$ cat src/hw/rtl/mlfq_pkg.sv
// Shared constants, types and codes for the feedback queue scheduler.
package mlfq_pkg;

    localparam int MAX_THREADS = 8;
    localparam int NUM_LEVELS  = 3;
    localparam int ID_W        = $clog2(MAX_THREADS);
    localparam int CNT_W       = $clog2(MAX_THREADS + 1);
    localparam int LVL_W       = 2;

    typedef logic [ID_W-1:0]  id_t;
    typedef logic [CNT_W-1:0] cnt_t;
    typedef logic [LVL_W-1:0] lvl_t;

    // configuration register indexes
    localparam logic [1:0] REG_BOOST_PERIOD = 2'd0;
    localparam logic [1:0] REG_SLICE_LEVEL0 = 2'd1;
    localparam logic [1:0] REG_SLICE_LEVEL1 = 2'd2;
    localparam logic [1:0] REG_SLICE_LEVEL2 = 2'd3;

    // command codes
    localparam logic CMD_ADD  = 1'b0;
    localparam logic CMD_TICK = 1'b1;

    // per-queue control
    typedef struct packed {
        logic push;
        logic pop;
        id_t  push_id;
    } q_ctrl_t;

endpackage

$ cat src/hw/rtl/mlfq_scheduler_unit.sv
// Top level of the three-level feedback queue scheduler.
//
// Each level is a FIFO built as a row of cells that shift one slot toward the
// head on every pop; a small sequencer moves thread ids between levels. An add
// transaction gives no result. A tick transaction goes straight to the result
// state when the running thread keeps its slice; otherwise it passes through
// the demote and pick states, or, when a priority boost happens, through the
// boost and pick states, where the boost moves one id per cycle from levels 1
// and 2 through the level-0 tail. Results leave through an output
// register; a tick waits in its last state while that register is still full.
module mlfq_scheduler_unit import mlfq_pkg::*; (
    input  logic        aclk,
    input  logic        aresetn,
    // input channel
    input  logic        s_tvalid,
    output logic        s_tready,
    input  logic [15:0] s_tdata,   // [15:0] need
    input  logic        s_tuser,   // [0] cmd
    // result channel
    output logic        m_tvalid,
    input  logic        m_tready,
    // [0] running, [3:1] thread_id, [5:4] level, [21:6] remaining,
    // [22] boosted, [23] zero
    output logic [23:0] m_tdata,
    // configuration
    input  logic        cfg_we,
    input  logic [1:0]  cfg_addr,
    input  logic [15:0] cfg_wdata
);

    typedef enum logic [2:0] {
        ST_IDLE, ST_BOOST, ST_DEMOTE, ST_PICK, ST_OUT
    } state_t;

    state_t      state_reg;
    logic [15:0] boost_period_reg;
    logic [7:0]  slice_cfg_reg [NUM_LEVELS];

    logic [15:0] need_tbl  [MAX_THREADS];
    logic [15:0] run_tbl   [MAX_THREADS];
    logic [7:0]  slice_tbl [MAX_THREADS];
    lvl_t        lvl_tbl   [MAX_THREADS];

    logic        cur_valid_reg;
    id_t         cur_id_reg;
    logic [15:0] tick_reg;
    cnt_t        added_reg;
    logic        boosted_reg;
    logic        m_tvalid_reg;
    logic [23:0] m_tdata_reg;

    q_ctrl_t q_ctl  [NUM_LEVELS];
    id_t     q_head [NUM_LEVELS];
    cnt_t    q_cnt  [NUM_LEVELS];

    genvar g;
    generate
        for (g = 0; g < NUM_LEVELS; g++) begin : g_q
            mlfq_queue u_queue (
                .aclk    (aclk),
                .aresetn (aresetn),
                .ctrl    (q_ctl[g]),
                .head    (q_head[g]),
                .count   (q_cnt[g])
            );
        end
    endgenerate

    // current thread view
    logic [15:0] cur_need, cur_run;
    logic [7:0]  cur_slice, cur_lim;
    lvl_t        cur_lvl, demote_lvl;
    logic        cur_unf, stay, s_fire, out_free;
    logic [16:0] run_p1;
    logic [15:0] rem;

    assign cur_need  = need_tbl[cur_id_reg];
    assign cur_run   = run_tbl[cur_id_reg];
    assign cur_slice = slice_tbl[cur_id_reg];
    assign cur_lvl   = lvl_tbl[cur_id_reg];
    assign cur_unf   = cur_run < cur_need;
    assign run_p1    = {1'b0, cur_run} + 17'd1;
    // remaining = need - run - 1 when positive
    assign rem       = ({1'b0, cur_need} > run_p1) ? 16'({1'b0, cur_need} - run_p1) : 16'd0;

    always_comb begin
        case (cur_lvl)
            2'd0:    cur_lim = slice_cfg_reg[0];
            2'd1:    cur_lim = slice_cfg_reg[1];
            2'd2:    cur_lim = slice_cfg_reg[2];
            default: cur_lim = 8'd0;
        endcase
    end

    assign demote_lvl = (cur_lvl >= lvl_t'(NUM_LEVELS - 1)) ? lvl_t'(NUM_LEVELS - 1)
                                                             : cur_lvl + lvl_t'(1);
    assign stay     = cur_valid_reg && (cur_slice < cur_lim) && cur_unf;
    assign s_tready = (state_reg == ST_IDLE);
    assign s_fire   = s_tvalid && s_tready;
    assign out_free = !m_tvalid_reg || m_tready;

    // queue controls from the sequencer
    always_comb begin
        for (int l = 0; l < NUM_LEVELS; l++) begin
            q_ctl[l] = '0;
        end
        case (state_reg)
            ST_IDLE: begin
                if (s_fire && s_tuser == CMD_ADD && added_reg < cnt_t'(MAX_THREADS)) begin
                    q_ctl[0].push    = 1'b1;
                    q_ctl[0].push_id = id_t'(added_reg);
                end
            end
            ST_BOOST: begin
                if (q_cnt[1] != '0) begin
                    q_ctl[1].pop     = 1'b1;
                    q_ctl[0].push    = 1'b1;
                    q_ctl[0].push_id = q_head[1];
                end else if (q_cnt[2] != '0) begin
                    q_ctl[2].pop     = 1'b1;
                    q_ctl[0].push    = 1'b1;
                    q_ctl[0].push_id = q_head[2];
                end else if (cur_valid_reg && cur_unf) begin
                    q_ctl[0].push    = 1'b1;
                    q_ctl[0].push_id = cur_id_reg;
                end
            end
            ST_DEMOTE: begin
                if (cur_valid_reg && cur_unf) begin
                    q_ctl[demote_lvl].push    = 1'b1;
                    q_ctl[demote_lvl].push_id = cur_id_reg;
                end
            end
            ST_PICK: begin
                if (q_cnt[0] != '0) begin
                    q_ctl[0].pop = 1'b1;
                end else if (q_cnt[1] != '0) begin
                    q_ctl[1].pop = 1'b1;
                end else if (q_cnt[2] != '0) begin
                    q_ctl[2].pop = 1'b1;
                end
            end
            default: ;
        endcase
    end

    // thread tables (no reset: entries are written before being read)
    always_ff @(posedge aclk) begin
        case (state_reg)
            ST_IDLE: begin
                if (s_fire && s_tuser == CMD_ADD && added_reg < cnt_t'(MAX_THREADS)) begin
                    need_tbl[id_t'(added_reg)]  <= s_tdata;
                    run_tbl[id_t'(added_reg)]   <= '0;
                    slice_tbl[id_t'(added_reg)] <= '0;
                    lvl_tbl[id_t'(added_reg)]   <= '0;
                end
            end
            ST_BOOST: begin
                if (q_cnt[1] != '0) begin
                    lvl_tbl[q_head[1]] <= '0;
                end else if (q_cnt[2] != '0) begin
                    lvl_tbl[q_head[2]] <= '0;
                end else if (cur_valid_reg && cur_unf) begin
                    lvl_tbl[cur_id_reg] <= '0;
                end
            end
            ST_DEMOTE: begin
                if (cur_valid_reg && cur_unf) begin
                    lvl_tbl[cur_id_reg]   <= demote_lvl;
                    slice_tbl[cur_id_reg] <= '0;
                end
            end
            ST_OUT: begin
                if (out_free && cur_valid_reg) begin
                    if (cur_slice != 8'hFF) begin
                        slice_tbl[cur_id_reg] <= cur_slice + 8'd1;
                    end
                    if (cur_run != 16'hFFFF) begin
                        run_tbl[cur_id_reg] <= cur_run + 16'd1;
                    end
                end
            end
            default: ;
        endcase
    end

    // sequencer, configuration and result register
    always_ff @(posedge aclk) begin
        if (!aresetn) begin
            state_reg        <= ST_IDLE;
            boost_period_reg <= 16'd25;
            slice_cfg_reg[0] <= 8'd1;
            slice_cfg_reg[1] <= 8'd2;
            slice_cfg_reg[2] <= 8'd3;
            cur_valid_reg    <= 1'b0;
            cur_id_reg       <= '0;
            tick_reg         <= '0;
            added_reg        <= '0;
            boosted_reg      <= 1'b0;
            m_tvalid_reg     <= 1'b0;
        end else begin
            if (cfg_we) begin
                case (cfg_addr)
                    REG_BOOST_PERIOD: boost_period_reg <= cfg_wdata;
                    REG_SLICE_LEVEL0: slice_cfg_reg[0] <= cfg_wdata[7:0];
                    REG_SLICE_LEVEL1: slice_cfg_reg[1] <= cfg_wdata[7:0];
                    REG_SLICE_LEVEL2: slice_cfg_reg[2] <= cfg_wdata[7:0];
                    default: ;
                endcase
            end
            // a new result in the same cycle refills the register below
            if (m_tvalid_reg && m_tready && !(state_reg == ST_OUT && out_free)) begin
                m_tvalid_reg <= 1'b0;
            end
            case (state_reg)
                ST_IDLE: begin
                    if (s_fire) begin
                        if (s_tuser == CMD_ADD) begin
                            if (added_reg < cnt_t'(MAX_THREADS)) begin
                                added_reg <= added_reg + cnt_t'(1);
                            end
                        end else if (stay) begin
                            boosted_reg <= 1'b0;
                            state_reg   <= ST_OUT;
                        end else if (tick_reg >= boost_period_reg) begin
                            tick_reg    <= '0;
                            boosted_reg <= 1'b1;
                            state_reg   <= ST_BOOST;
                        end else begin
                            boosted_reg <= 1'b0;
                            state_reg   <= ST_DEMOTE;
                        end
                    end
                end
                ST_BOOST: begin
                    if (q_cnt[1] == '0 && q_cnt[2] == '0) begin
                        cur_valid_reg <= 1'b0;
                        state_reg     <= ST_PICK;
                    end
                end
                ST_DEMOTE: begin
                    cur_valid_reg <= 1'b0;
                    state_reg     <= ST_PICK;
                end
                ST_PICK: begin
                    if (q_cnt[0] != '0) begin
                        cur_id_reg    <= q_head[0];
                        cur_valid_reg <= 1'b1;
                    end else if (q_cnt[1] != '0) begin
                        cur_id_reg    <= q_head[1];
                        cur_valid_reg <= 1'b1;
                    end else if (q_cnt[2] != '0) begin
                        cur_id_reg    <= q_head[2];
                        cur_valid_reg <= 1'b1;
                    end
                    state_reg <= ST_OUT;
                end
                ST_OUT: begin
                    if (out_free) begin
                        m_tvalid_reg <= 1'b1;
                        if (cur_valid_reg) begin
                            m_tdata_reg <= {1'b0, boosted_reg, rem,
                                            cur_lvl, cur_id_reg, 1'b1};
                            if (tick_reg != 16'hFFFF) begin
                                tick_reg <= tick_reg + 16'd1;
                            end
                        end else begin
                            // idle tick: nothing runs, tick count holds
                            m_tdata_reg <= {1'b0, boosted_reg, 22'd0};
                        end
                        state_reg <= ST_IDLE;
                    end
                end
                default: state_reg <= ST_IDLE;
            endcase
        end
    end

    assign m_tvalid = m_tvalid_reg;
    assign m_tdata  = m_tdata_reg;

    // ---- assertions ----
    logic [CNT_W+1:0] queued_total;
    assign queued_total = (CNT_W+2)'(q_cnt[0]) + (CNT_W+2)'(q_cnt[1])
                        + (CNT_W+2)'(q_cnt[2]);

    a_no_extra_threads: assert property (@(posedge aclk) disable iff (!aresetn)
        queued_total <= (CNT_W+2)'(added_reg))
        else $error("more threads queued than were added");

    a_idle_result_zero: assert property (@(posedge aclk) disable iff (!aresetn)
        (m_tvalid && !m_tdata[0]) |-> (m_tdata[21:1] == 21'd0))
        else $error("idle tick result carries thread fields");

    a_pick_then_out: assert property (@(posedge aclk) disable iff (!aresetn)
        (state_reg == ST_PICK) |=> (state_reg == ST_OUT))
        else $error("pick did not lead to result");

endmodule

$ cat src/hw/rtl/mlfq_cell.sv
// One queue slot: holds a thread id, shifts toward the head or loads a push.
module mlfq_cell import mlfq_pkg::*; (
    input  logic aclk,
    input  logic shift,
    input  id_t  next_id,
    input  logic load,
    input  id_t  load_id,
    output id_t  id
);

    id_t id_reg;

    always_ff @(posedge aclk) begin
        if (load) begin
            id_reg <= load_id;
        end else if (shift) begin
            id_reg <= next_id;
        end
    end

    assign id = id_reg;

endmodule

$ cat src/hw/rtl/mlfq_queue.sv
// FIFO of thread ids built from a row of shifting cells plus a fill count.
module mlfq_queue import mlfq_pkg::*; (
    input  logic    aclk,
    input  logic    aresetn,
    input  q_ctrl_t ctrl,
    output id_t     head,
    output cnt_t    count
);

    cnt_t count_reg;
    id_t  cell_id [MAX_THREADS];

    genvar i;
    generate
        for (i = 0; i < MAX_THREADS; i++) begin : g_cell
            id_t  nxt;
            logic ld;
            if (i < MAX_THREADS - 1) begin : g_mid
                assign nxt = cell_id[i+1];
            end else begin : g_last
                assign nxt = '0;
            end
            // push lands at the tail slot; pop and push never share a cycle
            assign ld = ctrl.push && (count_reg == cnt_t'(i));
            mlfq_cell u_cell (
                .aclk    (aclk),
                .shift   (ctrl.pop),
                .next_id (nxt),
                .load    (ld),
                .load_id (ctrl.push_id),
                .id      (cell_id[i])
            );
        end
    endgenerate

    always_ff @(posedge aclk) begin
        if (!aresetn) begin
            count_reg <= '0;
        end else if (ctrl.push && count_reg < cnt_t'(MAX_THREADS)) begin
            count_reg <= count_reg + cnt_t'(1);
        end else if (ctrl.pop && count_reg != '0) begin
            count_reg <= count_reg - cnt_t'(1);
        end
    end

    assign head  = cell_id[0];
    assign count = count_reg;

endmodule

$ cat config.mk
export PLATFORM = sky130hd
export DESIGN_NAME = mlfq_scheduler_unit
export DESIGN_NICKNAME = d
export VERILOG_FILES = /design/src/hw/rtl/mlfq_pkg.sv /design/src/hw/rtl/mlfq_scheduler_unit.sv /design/src/hw/rtl/mlfq_cell.sv /design/src/hw/rtl/mlfq_queue.sv
export SDC_FILE = /design/constraint.sdc
export NUM_CORES = 1
export LEC_CHECK = 0
export BUFFER_PORTS_ARGS = -buffer_cell sky130_fd_sc_hd__clkbuf_2
export CORE_ASPECT_RATIO = 0.8
export CORE_UTILIZATION = 45
export DETAILED_ROUTE_END_ITERATION = 8
export SLEW_MARGIN = 20
export SYNTH_ARGS = -nofsm -noshare
export SYNTH_HDL_FRONTEND = slang
export SYNTH_HIERARCHICAL = 1
export SYNTH_SLANG_ARGS = --single-unit
$ cat constraint.sdc
create_clock -name aclk -period 12.4 [get_ports aclk]
set_clock_uncertainty 0.05 [all_clocks]
set_input_delay 0 -clock aclk [delete_from_list [all_inputs] [get_ports aclk]]
set_output_delay 0 -clock aclk [all_outputs]
set_load 0.02 [all_outputs]
==> results of run 1 <==
## power by group
part           switching [mW]  internal, mW
Clock                   0.659         0.857
Sequential             0.0530          1.97
Combinational           0.473         0.333
Total                    1.19          3.16
## synth_stat cells (all sizes together), types with 9 or more instances
| cell type | number | share of area [%] |
|---|---|---|
| a211oi | 18 | 0.62 |
| a21boi | 20 | 0.68 |
| a21o | 16 | 0.50 |
| a21oi | 41 | 1.0 |
| a221oi | 9 | 0.44 |
| and2 | 29 | 0.78 |
| and3 | 17 | 0.45 |
| buf | 34 | 1.2 |
| clkbuf | 21 | 0.33 |
| dfxtp | 60 | 5.0 |
| edfxtp | 455 | 57 |
| ha | 71 | 3.7 |
| inv | 77 | 1.2 |
| mux2 | 89 | 4.2 |
| mux2i | 48 | 2.0 |
| mux4 | 82 | 7.8 |
| nand2 | 106 | 1.7 |
| nand2b | 15 | 0.39 |
| nand3 | 29 | 0.61 |
| nand4 | 11 | 0.31 |
| nor2 | 99 | 1.6 |
| nor2b | 15 | 0.39 |
| nor3 | 24 | 0.50 |
| nor3b | 15 | 0.68 |
| nor4 | 10 | 0.37 |
| o21ai | 36 | 0.77 |
| or2 | 26 | 0.68 |
| xnor2 | 25 | 0.92 |
| xor2 | 18 | 0.66 |
## path summary, 6_finish.rpt
path                                  start              to  slack, ns  depth (start not counted)
worst min-delay path             s_tdata[2]  need_tbl[4][2]       0.18                          2
worst max-delay path                   flop    state_reg[0]       5.70                         15
worst max register to register         flop    state_reg[0]       5.70                         15
worst min register to register  boosted_reg     m_tdata[22]       0.39                          0
## layout by cell type, fill, tap and decap left out, types with 8 or more instances in the layout
master,n
clkinv_2,11
a21boi_0,18
conb_1,10
dfxtp_1,57
a21o_1,16
nand3b_1,8
nand4_1,10
and2_1,27
nor2b_1,15
dlygate4sd3_1,62
clkinv_1,10
nand3_1,29
ha_1,71
nand2_1,104
clkbuf_2,64
nand2b_1,15
nor3_1,23
clkbuf_16,52
a21oi_1,38
mux4_2,76
buf_4,20
xnor2_1,25
nor3b_2,10
or2_2,26
nor2_1,97
edfxtp_1,455
o21ai_0,26
mux2_2,89
and3_1,17
mux2i_1,48
xor2_1,18
inv_1,77
clkbuf_1,10
a211oi_1,17
## layout make-up
| class | instances | area (sq um) | share of cell area, % |
|---|---|---|---|
| clock buffers | 62 | 1340 | 4.92 |
| clock inverters | 34 | 308 | 1.13 |
| inverters | 77 | 289 | 1.06 |
| multi-input cells | 960 | 8450 | 31.0 |
| flip-flops and latches | 515 | 14900 | 54.7 |
| well taps | 693 | 867 | 3.19 |
| repair buffers | 146 | 1090 | 4.01 |
## stage by stage
step / setup WS, ns / total power [mW] / cells
after global routing: 5.21 / 4.54 / 2487
after detailed placement: 5.79 / 2.84 / 2329
after floorplan: 7.21 / 2.63 / 1607
after CTS: 5.59 / 4.38 / 2487
after global placement: 5.97 / 2.83 / 2329
final: 5.70 / 4.34 / 2487
## critical path: stages, from the launching register on
cell and delay, ns:
dfxtp_4 0.87, buf_4 0.86, mux4_1 0.66, mux2i_1 0.31, inv_1 0.17, ha_1 0.31, nand2_1 0.06, a211oi_1 0.24
o41ai_1 0.13, a2bb2oi_1 0.82, nor3_1 0.31, a211oi_4 0.41, nand3_1 0.11, dlygate4sd3_1 0.57, a21oi_1 0.14, dlygate4sd3_1 0.55
## layer usage
layer	vias up	routed length (microns)	track usage, %
li1	6421	-	-
met1	6786	23600	27.3
met2	229	23900	30.5
met3	63	1840	2.80
met4	2	974	5.25
met5	-	8	0
## repair_timing
item	CTS	global route
hold endpoints to repair	209	0
hold buffers	62	0
gates resized for setup	0	0
## cells by family (layout without fill, tap and decap cells)
logic type | count (synthesis) | count (layout) | synth area share (%)
buffers and inverters | 132 | 319 | 2.72
other | 4 | 10 | 0.0629
XOR/XNOR | 43 | 43 | 1.58
adder cells (fa/ha/maj) | 72 | 72 | 3.81
AO/OA/AOI/OAI | 194 | 194 | 6.13
AND/OR/NAND/NOR | 422 | 422 | 9.32
flip-flops | 515 | 515 | 62.3
multiplexers | 219 | 219 | 14.1
==> flow_metrics.tcl, run 1 <==
set metrics [dict create \
    design_area_sq_mm 0.0272 \
    wire_per_inst_microns 20.2 \
    clock_sinks 515 \
    synth_cell_types 82 \
    final.setup.tns_ns 0 \
    holdWs_ns 0.182 \
    end_kind "flop" \
    clk_pin_slew_worst_paths_ns 0.06 \
    io_pins 66 \
    fmax_mhz 149 \
    cts_tree "built" \
    antenna_found_initial 1 \
    start_util_pct 45.5 \
    viasPerCell 5.43 \
    grtUsageTotal_pct 19.1 \
    root_buffer "clkbuf_16" \
    status "completed" \
    die_w_microns 259 \
    setup_viol 0 \
    cap_violations 0 \
    grt_first_pass_wirelength_microns 80000 \
    avgSynthCellArea_sq_um 14.9 \
    routed-via-count 13500 \
    min_path_type "primary input to flop" \
    gp_congestion 0.810 \
    ys_seq_elements 515 \
    overflow 0 \
    synth_ff_type "edfxtp_1" \
    crit_fanout 48 \
    period_share_pct 54.0 \
    rows 75 \
    rsz0062_at_grt "false" \
    drt_pass1_iterations 4 \
    dr.first_iter.drc_count 879 \
    synth_area_sq_mm 0.0238 \
    cp_data_arrival_time_ns 7.19 \
    p_leak_nw 9.62 \
    ir_drop_mv 0.116 \
    worstPathRequired_ns 12.89 \
    cts_made_buffers 52 \
    critical_path.startpoint_type "flop" \
    yosysSeqAreaShare_pct 62.3 \
    powerDensity_mw_per_mm2 160 \
    min_period_ns 6.70 \
    grt_pass1_vias 14000 \
    die_h_microns 208 \
    core-area_sq_mm 0.0524 \
    ant_nets 0 \
    relSlewSlack_pct 24.5 \
    crit_type "flop to flop" \
    n_antenna_cell 0 \
    syn_inst 1601 \
    drt-total-wl_microns 50300 \
    fillers 4349 \
    insertion_delay_ns 0.60 \
    finalNetCount 1864 \
    cts_max_path_buffers 3 \
    portBuffers 64 \
    utilization_pct 52.0 \
    post-cts-setup-buffers 0 \
    async_reset_ff_share_pct 0 \
    drc 0 \
    grt_max_degree 69 \
    hold_viol_final 0 \
    post_dp_cell_area_sq_mm 0.0249 \
    hpwl_microns 33300 \
    htreeDepth 2 \
    synth-edff-count 455 \
    die-area_sq_mm 0.0539 \
    yosysWarnings 6 \
    worst_pin_slew_ns 1.13 \
    syn_to_final_growth_pct 14.1 \
    drive_gt1_share_pct 22.8 \
    slew_viol_final 0 \
]
Power figures use the tool's default switching activity.
==> run 2: changes to the inputs <==
--- a/config.mk
+++ b/config.mk
@@ -5,6 +5,7 @@
 export SDC_FILE = /design/constraint.sdc
 export NUM_CORES = 1
 export LEC_CHECK = 0
+export ABC_AREA = 1
 export BUFFER_PORTS_ARGS = -buffer_cell sky130_fd_sc_hd__clkbuf_2
 export CORE_ASPECT_RATIO = 0.8
 export CORE_UTILIZATION = 45
==> constraint.sdc (replaced) <==
create_clock -name aclk -period 6 [get_ports aclk]
set_clock_uncertainty 0.05 [all_clocks]
set_input_delay 0 -clock aclk [delete_from_list [all_inputs] [get_ports aclk]]
set_output_delay 0 -clock aclk [all_outputs]
set_load 0.02 [all_outputs]
==> run 2 against run 1 <==
Against the previous run:
- combinational power decreased by 40%
- via count is 30% higher
- cell count increased by 35%
- register-to-register slack worse by 5.0 ns
- clock-buffer cell count grew 8
- worst setup slack got worse by 5.0 ns
- non-clock buffer count rose by 23
- utilization is 0.20 points higher
- synthesized area up 2.9%
- synthesized cell count is 54% higher
- critical path type unchanged
- critical endpoint is now g_q[2].u_queue/g_cell[6].u_cell/id[0]
- largest cell class unchanged
- highest routed layer is now met4
==> flow_metrics.tcl, run 2 <==
set metrics [dict create \
    syn_to_final_growth_pct 14.4 \
    p_leak_nw 10.7 \
    relSlewSlack_pct 33.3 \
    rrSetupSlack_ns 0.69 \
    synth_common_cells "nand2_1 (502), edfxtp_1 (455), nor2_1 (346), inv_1 (219), o21ai_0 (207)" \
    insertion_delay_ns 0.61 \
    crit_type "flop to flop" \
    swShare_pct 21.8 \
    slowest_delay_ns 0.69 \
    portBuffers 64 \
    clkPwrFrac_pct 43.7 \
    root_buffer "clkbuf_16" \
    routed-via-count 17500 \
    ys_seq_elements 515 \
    gp_congestion 0.898 \
    power_mw 7.87 \
    viasPerCell 5.22 \
    start_util_pct 45.6 \
    overflow 0 \
    cap_violations 0 \
    cp.buffers_inverters 3 \
    multiInputGateArea_sq_mm 0.00825 \
    grt_max_degree 105 \
    yosysMostFrequentCell "nand2_1" \
    worst_pin_slew_ns 0.993 \
    holdWs_ns 0.182 \
    drive_gt1_share_pct 11.7 \
    cts_made_buffers 53 \
    core-area_sq_mm 0.0538 \
    dp.cells 3196 \
    yosysWarnings 6 \
    synth_area_sq_mm 0.0245 \
    crit_top_cell "nor2_1" \
    pwr-share-seq_pct 50.2 \
    grt_pass1_vias 16900 \
    status "completed" \
    htreeDepth 2 \
    cts_tree "built" \
    hold_viol_final 0 \
    finalNetCount 2720 \
    post_dp_cell_area_sq_mm 0.0256 \
    regArea_sq_mm 0.0149 \
    cts_max_path_buffers 3 \
    fillers 4799 \
    end_kind "flop" \
    layout_setup_ws_ns 0.692 \
    cp_slowest_cell "buf_4" \
    utilization_pct 52.2 \
    synth-edff-count 455 \
    critical_path.startpoint_type "flop" \
    die_w_microns 263 \
    worstPathRequired_ns 6.25 \
    layout_common_cells "nand2_1 (502), edfxtp_1 (455), nor2_1 (344), inv_1 (219), o21ai_0 (207)" \
    hpwl_microns 36300 \
    crit_fanout 74 \
    synth_ff_type "edfxtp_1" \
    fin_cells 3354 \
    drt_pass1_iterations 5 \
    slew_viol_final 0 \
    antenna_found_initial 0 \
    critPathTopFamily "simple AND/OR/NAND/NOR gates" \
    power_frac_comb_pct 6.1 \
    io_pins 66 \
    period_share_pct 88.5 \
    rows 76 \
    powerDensity_mw_per_mm2 280 \
    fmax_mhz 188 \
    ir_drop_mv 0.224 \
    synth_top_area_share_pct 55.7 \
    drc 0 \
    clock_sinks 515 \
    dr.first_iter.drc_count 1223 \
    drt-total-wl_microns 56200 \
    synth_cell_types 63 \
    final_common_cell "nand2_1" \
    setup_viol 0 \
    rsz0062_at_grt "false" \
    min_period_ns 5.31 \
    syn_inst 2463 \
    dp_slack_ns 0.773 \
    yosysSeqAreaShare_pct 60.6 \
    clk_pin_slew_worst_paths_ns 0.06 \
    min_path_type "primary input to flop" \
    async_reset_ff_share_pct 0 \
    cp_data_arrival_time_ns 5.56 \
    synth.area.top_cells "edfxtp_1 (56%), nand2_1 (7.7%), nor2_1 (5.3%), dfxtp_1 (4.9%), o21ai_0 (4.2%)" \
    p_int_mw 6.16 \
    grt_first_pass_wirelength_microns 90000 \
    crit_chain "buf_4 -> nor2_1 -> nor2_1 -> o21ai_0 -> o21ai_0 -> nand2_1 -> nand2_2 -> ha_1 -> a21oi_1 -> o21ai_0 -> nand3_1 -> a21oi_1 -> o21ai_0 -> nand3_1 -> inv_1 -> nand2_1 -> nor2_1 -> inv_1 -> nor2_1 -> nand2_1 -> nor2_1 -> or2_1" \
    ant_nets 0 \
    n_antenna_cell 0 \
    grtUsageTotal_pct 20.5 \
    synth_area_leader_cell "edfxtp_1" \
    die_h_microns 211 \
    final.setup.tns_ns 0 \
    post-cts-setup-buffers 0 \
    die-area_sq_mm 0.0555 \
    design_area_sq_mm 0.0281 \
    p_sw_mw 1.71 \
    wire_per_inst_microns 16.8 \
    avgSynthCellArea_sq_um 9.97 \
]
[run 2: worst paths after layout]
path / from / to / cells after the start
setup / recovery: flop / g_q[2].u_queue/g_cell[6].u_cell/id[0] / 22
hold / removal: s_tdata[6] / need_tbl[5][6] / 2
setup reg to reg: flop / g_q[2].u_queue/g_cell[6].u_cell/id[0] / 22
hold reg to reg: boosted_reg / m_tdata[22] / 0
[run 2: logic make-up after synthesis]
group	after synthesis	share of synthesized area, %
other	4	0.0611
and+or+nand+nor	1040	17.8
DFF	515	60.6
AOI/OAI and AO/OA	455	10.4
muxes	1	0.0408
adders and majority gates	72	3.70
buffers and inverters	341	6.18
xor gates and xnor gates	35	1.25
[run 2: worst register-to-register path, cell delays in order (launching register included)]
cell and delay, ns:
dfxtp_4 0.61, buf_4 0.70, nor2_1 0.16, nor2_1 0.11, o21ai_0 0.09, o21ai_0 0.10, nand2_1 0.09, nand2_2 0.16
ha_1 0.27, a21oi_1 0.12, o21ai_0 0.10, nand3_1 0.08, a21oi_1 0.10, o21ai_0 0.20, nand3_1 0.25, inv_1 0.15
nand2_1 0.32, nor2_1 0.39, inv_1 0.13, nor2_1 0.19, nand2_1 0.12, nor2_1 0.30, or2_1 0.22
[run 2: power by group through the flow]
stage	logic, mW	registers, mW	clock network (mW)
after detailed placement	0.447	4.03	0
after CTS	0.480	3.95	3.50
final	0.480	3.95	3.44
after global placement	0.439	4.03	0
after floorplan	0.315	4.02	0
after global routing	0.539	3.96	3.64
[run 2: layout make-up]
cell class / instances / share of cell area, %
timing repair buffer: 169 / 4.61
clock inverter: 29 / 1.13
tap: 702 / 3.13
sequential: 515 / 53.0
multi-input combinational: 1613 / 29.4
inverter: 256 / 3.46
clock buffer: 70 / 5.35
[run 2: what timing repair did]
item,in CTS,in global routing
hold buffers,59,0
gates resized for setup,0,0
endpoints found under the hold margin,216,0
[run 2: per-layer routing]
| metal | GRT usage [%] | wire (microns) |
|---|---|---|
| met1 | 27.9 | 25700 |
| met2 | 34.2 | 26700 |
| met3 | 3.07 | 2850 |
| met4 | 5.75 | 940 |
| met5 | 0 | 0 |
==> run 3: changes to the inputs <==
--- a/config.mk
+++ b/config.mk
@@ -9,6 +9,7 @@
 export BUFFER_PORTS_ARGS = -buffer_cell sky130_fd_sc_hd__clkbuf_2
 export CORE_ASPECT_RATIO = 0.8
 export CORE_UTILIZATION = 45
+export CTS_BUF_LIST = sky130_fd_sc_hd__clkbuf_8
 export DETAILED_ROUTE_END_ITERATION = 8
 export SLEW_MARGIN = 20
 export SYNTH_ARGS = -nofsm -noshare
==> run 3 against run 2 <==
Against the previous run:
- flip-flop and latch count unchanged
- global-route usage increased by 0.17 points
- die area unchanged
- critical endpoint is now g_q[2].u_queue/g_cell[5].u_cell/id[2]
==> flow_metrics.tcl, run 3 (synthesized netlist as in run 2, its figures left out) <==
set metrics [dict create \
    crit_fanout 74 \
    drt_pass1_iterations 5 \
    top_layer_used "met4" \
    insertion_delay_ns 0.67 \
    dr.first_iter.drc_count 1161 \
    period_share_pct 88.3 \
    ir_drop_mv 0.145 \
    post-cts-setup-buffers 0 \
    drt-total-wl_microns 56500 \
    wl_met1_microns 25600 \
    p_leak_nw 10.7 \
    cts_max_path_buffers 3 \
    crit_type "flop to flop" \
    io_pins 66 \
    grtUsageTotal_pct 20.6 \
    min_period_ns 5.30 \
    clk_pin_slew_worst_paths_ns 0.06 \
    drc 0 \
    wire_per_inst_microns 16.6 \
    clock_sinks 515 \
    gp_congestion 0.898 \
    layout_common_cells "nand2_1 (502), edfxtp_1 (455), nor2_1 (344), inv_1 (248), o21ai_0 (207)" \
    htreeDepth 3 \
    syn_to_final_growth_pct 13.5 \
    final.setup.tns_ns 0 \
    final_common_cell "nand2_1" \
    grt_pass1_vias 17200 \
    status "completed" \
    utilization_pct 51.8 \
    hold_viol_final 0 \
    relSlewSlack_pct 30.1 \
    rsz0062_at_grt "false" \
    die-area_sq_mm 0.0555 \
    rows 76 \
    powerDensity_mw_per_mm2 263 \
    overflow 0 \
    cts_tree "built" \
    n_antenna_cell 0 \
    critical_path.startpoint_type "flop" \
    antenna_found_initial 0 \
    die_w_microns 263 \
    hpwl_microns 36300 \
    drive_gt1_share_pct 12.3 \
    root_buffer "clkbuf_8" \
    dp.cells 3196 \
    worstPathRequired_ns 6.31 \
    worst_pin_slew_ns 1.04 \
    end_kind "flop" \
    start_util_pct 45.6 \
    die_h_microns 211 \
    routed-via-count 17700 \
    wl_met3_microns 2980 \
    cp_data_arrival_time_ns 5.61 \
    wl_met2_microns 26700 \
    core-area_sq_mm 0.0538 \
    power_mw 7.32 \
    portBuffers 64 \
    cap_violations 0 \
    fillers 4865 \
    min_path_type "primary input to flop" \
    slew_viol_final 0 \
    fin_cells 3407 \
    cts_resized 0 \
    viasPerCell 5.18 \
    finalNetCount 2753 \
    worstHoldStart "s_tdata[6]" \
    grt_max_degree 105 \
    fmax_mhz 189 \
    ant_nets 0 \
    cts_made_buffers 84 \
    setup_viol 0 \
    grt_first_pass_wirelength_microns 90300 \
]
## run 3: timing repair
item | in CTS | in global routing
hold buffers | 61 | 0
setup endpoints to repair | 0 | 0
endpoints found under the hold margin | 216 | 0
## run 3: power breakdown
part           total (mW)  internal, mW  switching, mW
registers            3.96          3.93         0.0234
clock network        2.88          1.50           1.38
logic               0.482         0.173          0.309
## run 3: through the flow
step | area, sq um | hold WS [ns] | worst slack, ns
2_1_floorplan | 24600 | 0.0489 | 1.43
3_3_place_gp | 25600 | 0.229 | 0.831
3_5_place_dp | 25600 | 0.235 | 0.773
4_1_cts | 27800 | 0.0509 | 0.764
5_1_grt | 27900 | 0.0866 | 0.203
6_report | 27900 | 0.124 | 0.700
## run 3: layout make-up
| type | instances | area (sq um) | share of cell area (%) |
|---|---|---|---|
| timing repair buffer | 171 | 1310 | 4.72 |
| inverter | 256 | 971 | 3.49 |
| clock inverter | 58 | 309 | 1.11 |
| tap | 702 | 878 | 3.15 |
| sequential | 515 | 14900 | 53.4 |
| multi-input combinational | 1613 | 8250 | 29.6 |
| clock buffer | 92 | 1270 | 4.55 |
## run 3: final timing paths
kind	endpoint	slack [ns]	cells past startpoint
worst min-delay path	need_tbl[3][6]	0.12	2
worst min register to register	m_tdata[22]	0.39	0
worst max register to register	g_q[2].u_queue/g_cell[5].u_cell/id[2]	0.70	22
worst max-delay path	g_q[2].u_queue/g_cell[5].u_cell/id[2]	0.70	22
## run 3: critical path, stage by stage, from the launching register on
cell and delay, ns:
dfxtp_4 0.60, buf_4 0.68, nor2_1 0.11, nor2_1 0.11, o21ai_0 0.09, o21ai_0 0.10
nand2_1 0.09, nand2_2 0.16, ha_1 0.27, a21oi_1 0.12, o21ai_0 0.10, nand3_1 0.08
a21oi_1 0.09, o21ai_0 0.19, nand3_1 0.24, inv_1 0.15, nand2_1 0.32, nor2_1 0.38
inv_1 0.13, nor2_1 0.19, nand2_1 0.12, nor2_1 0.31, or2_1 0.23
## run 3: per-layer routing
layer	vias up	track usage [%]
met3	84	4.33
li1	8747	-
met4	0	6.55
met2	382	33.9
met5	-	0
met1	8438	27.5
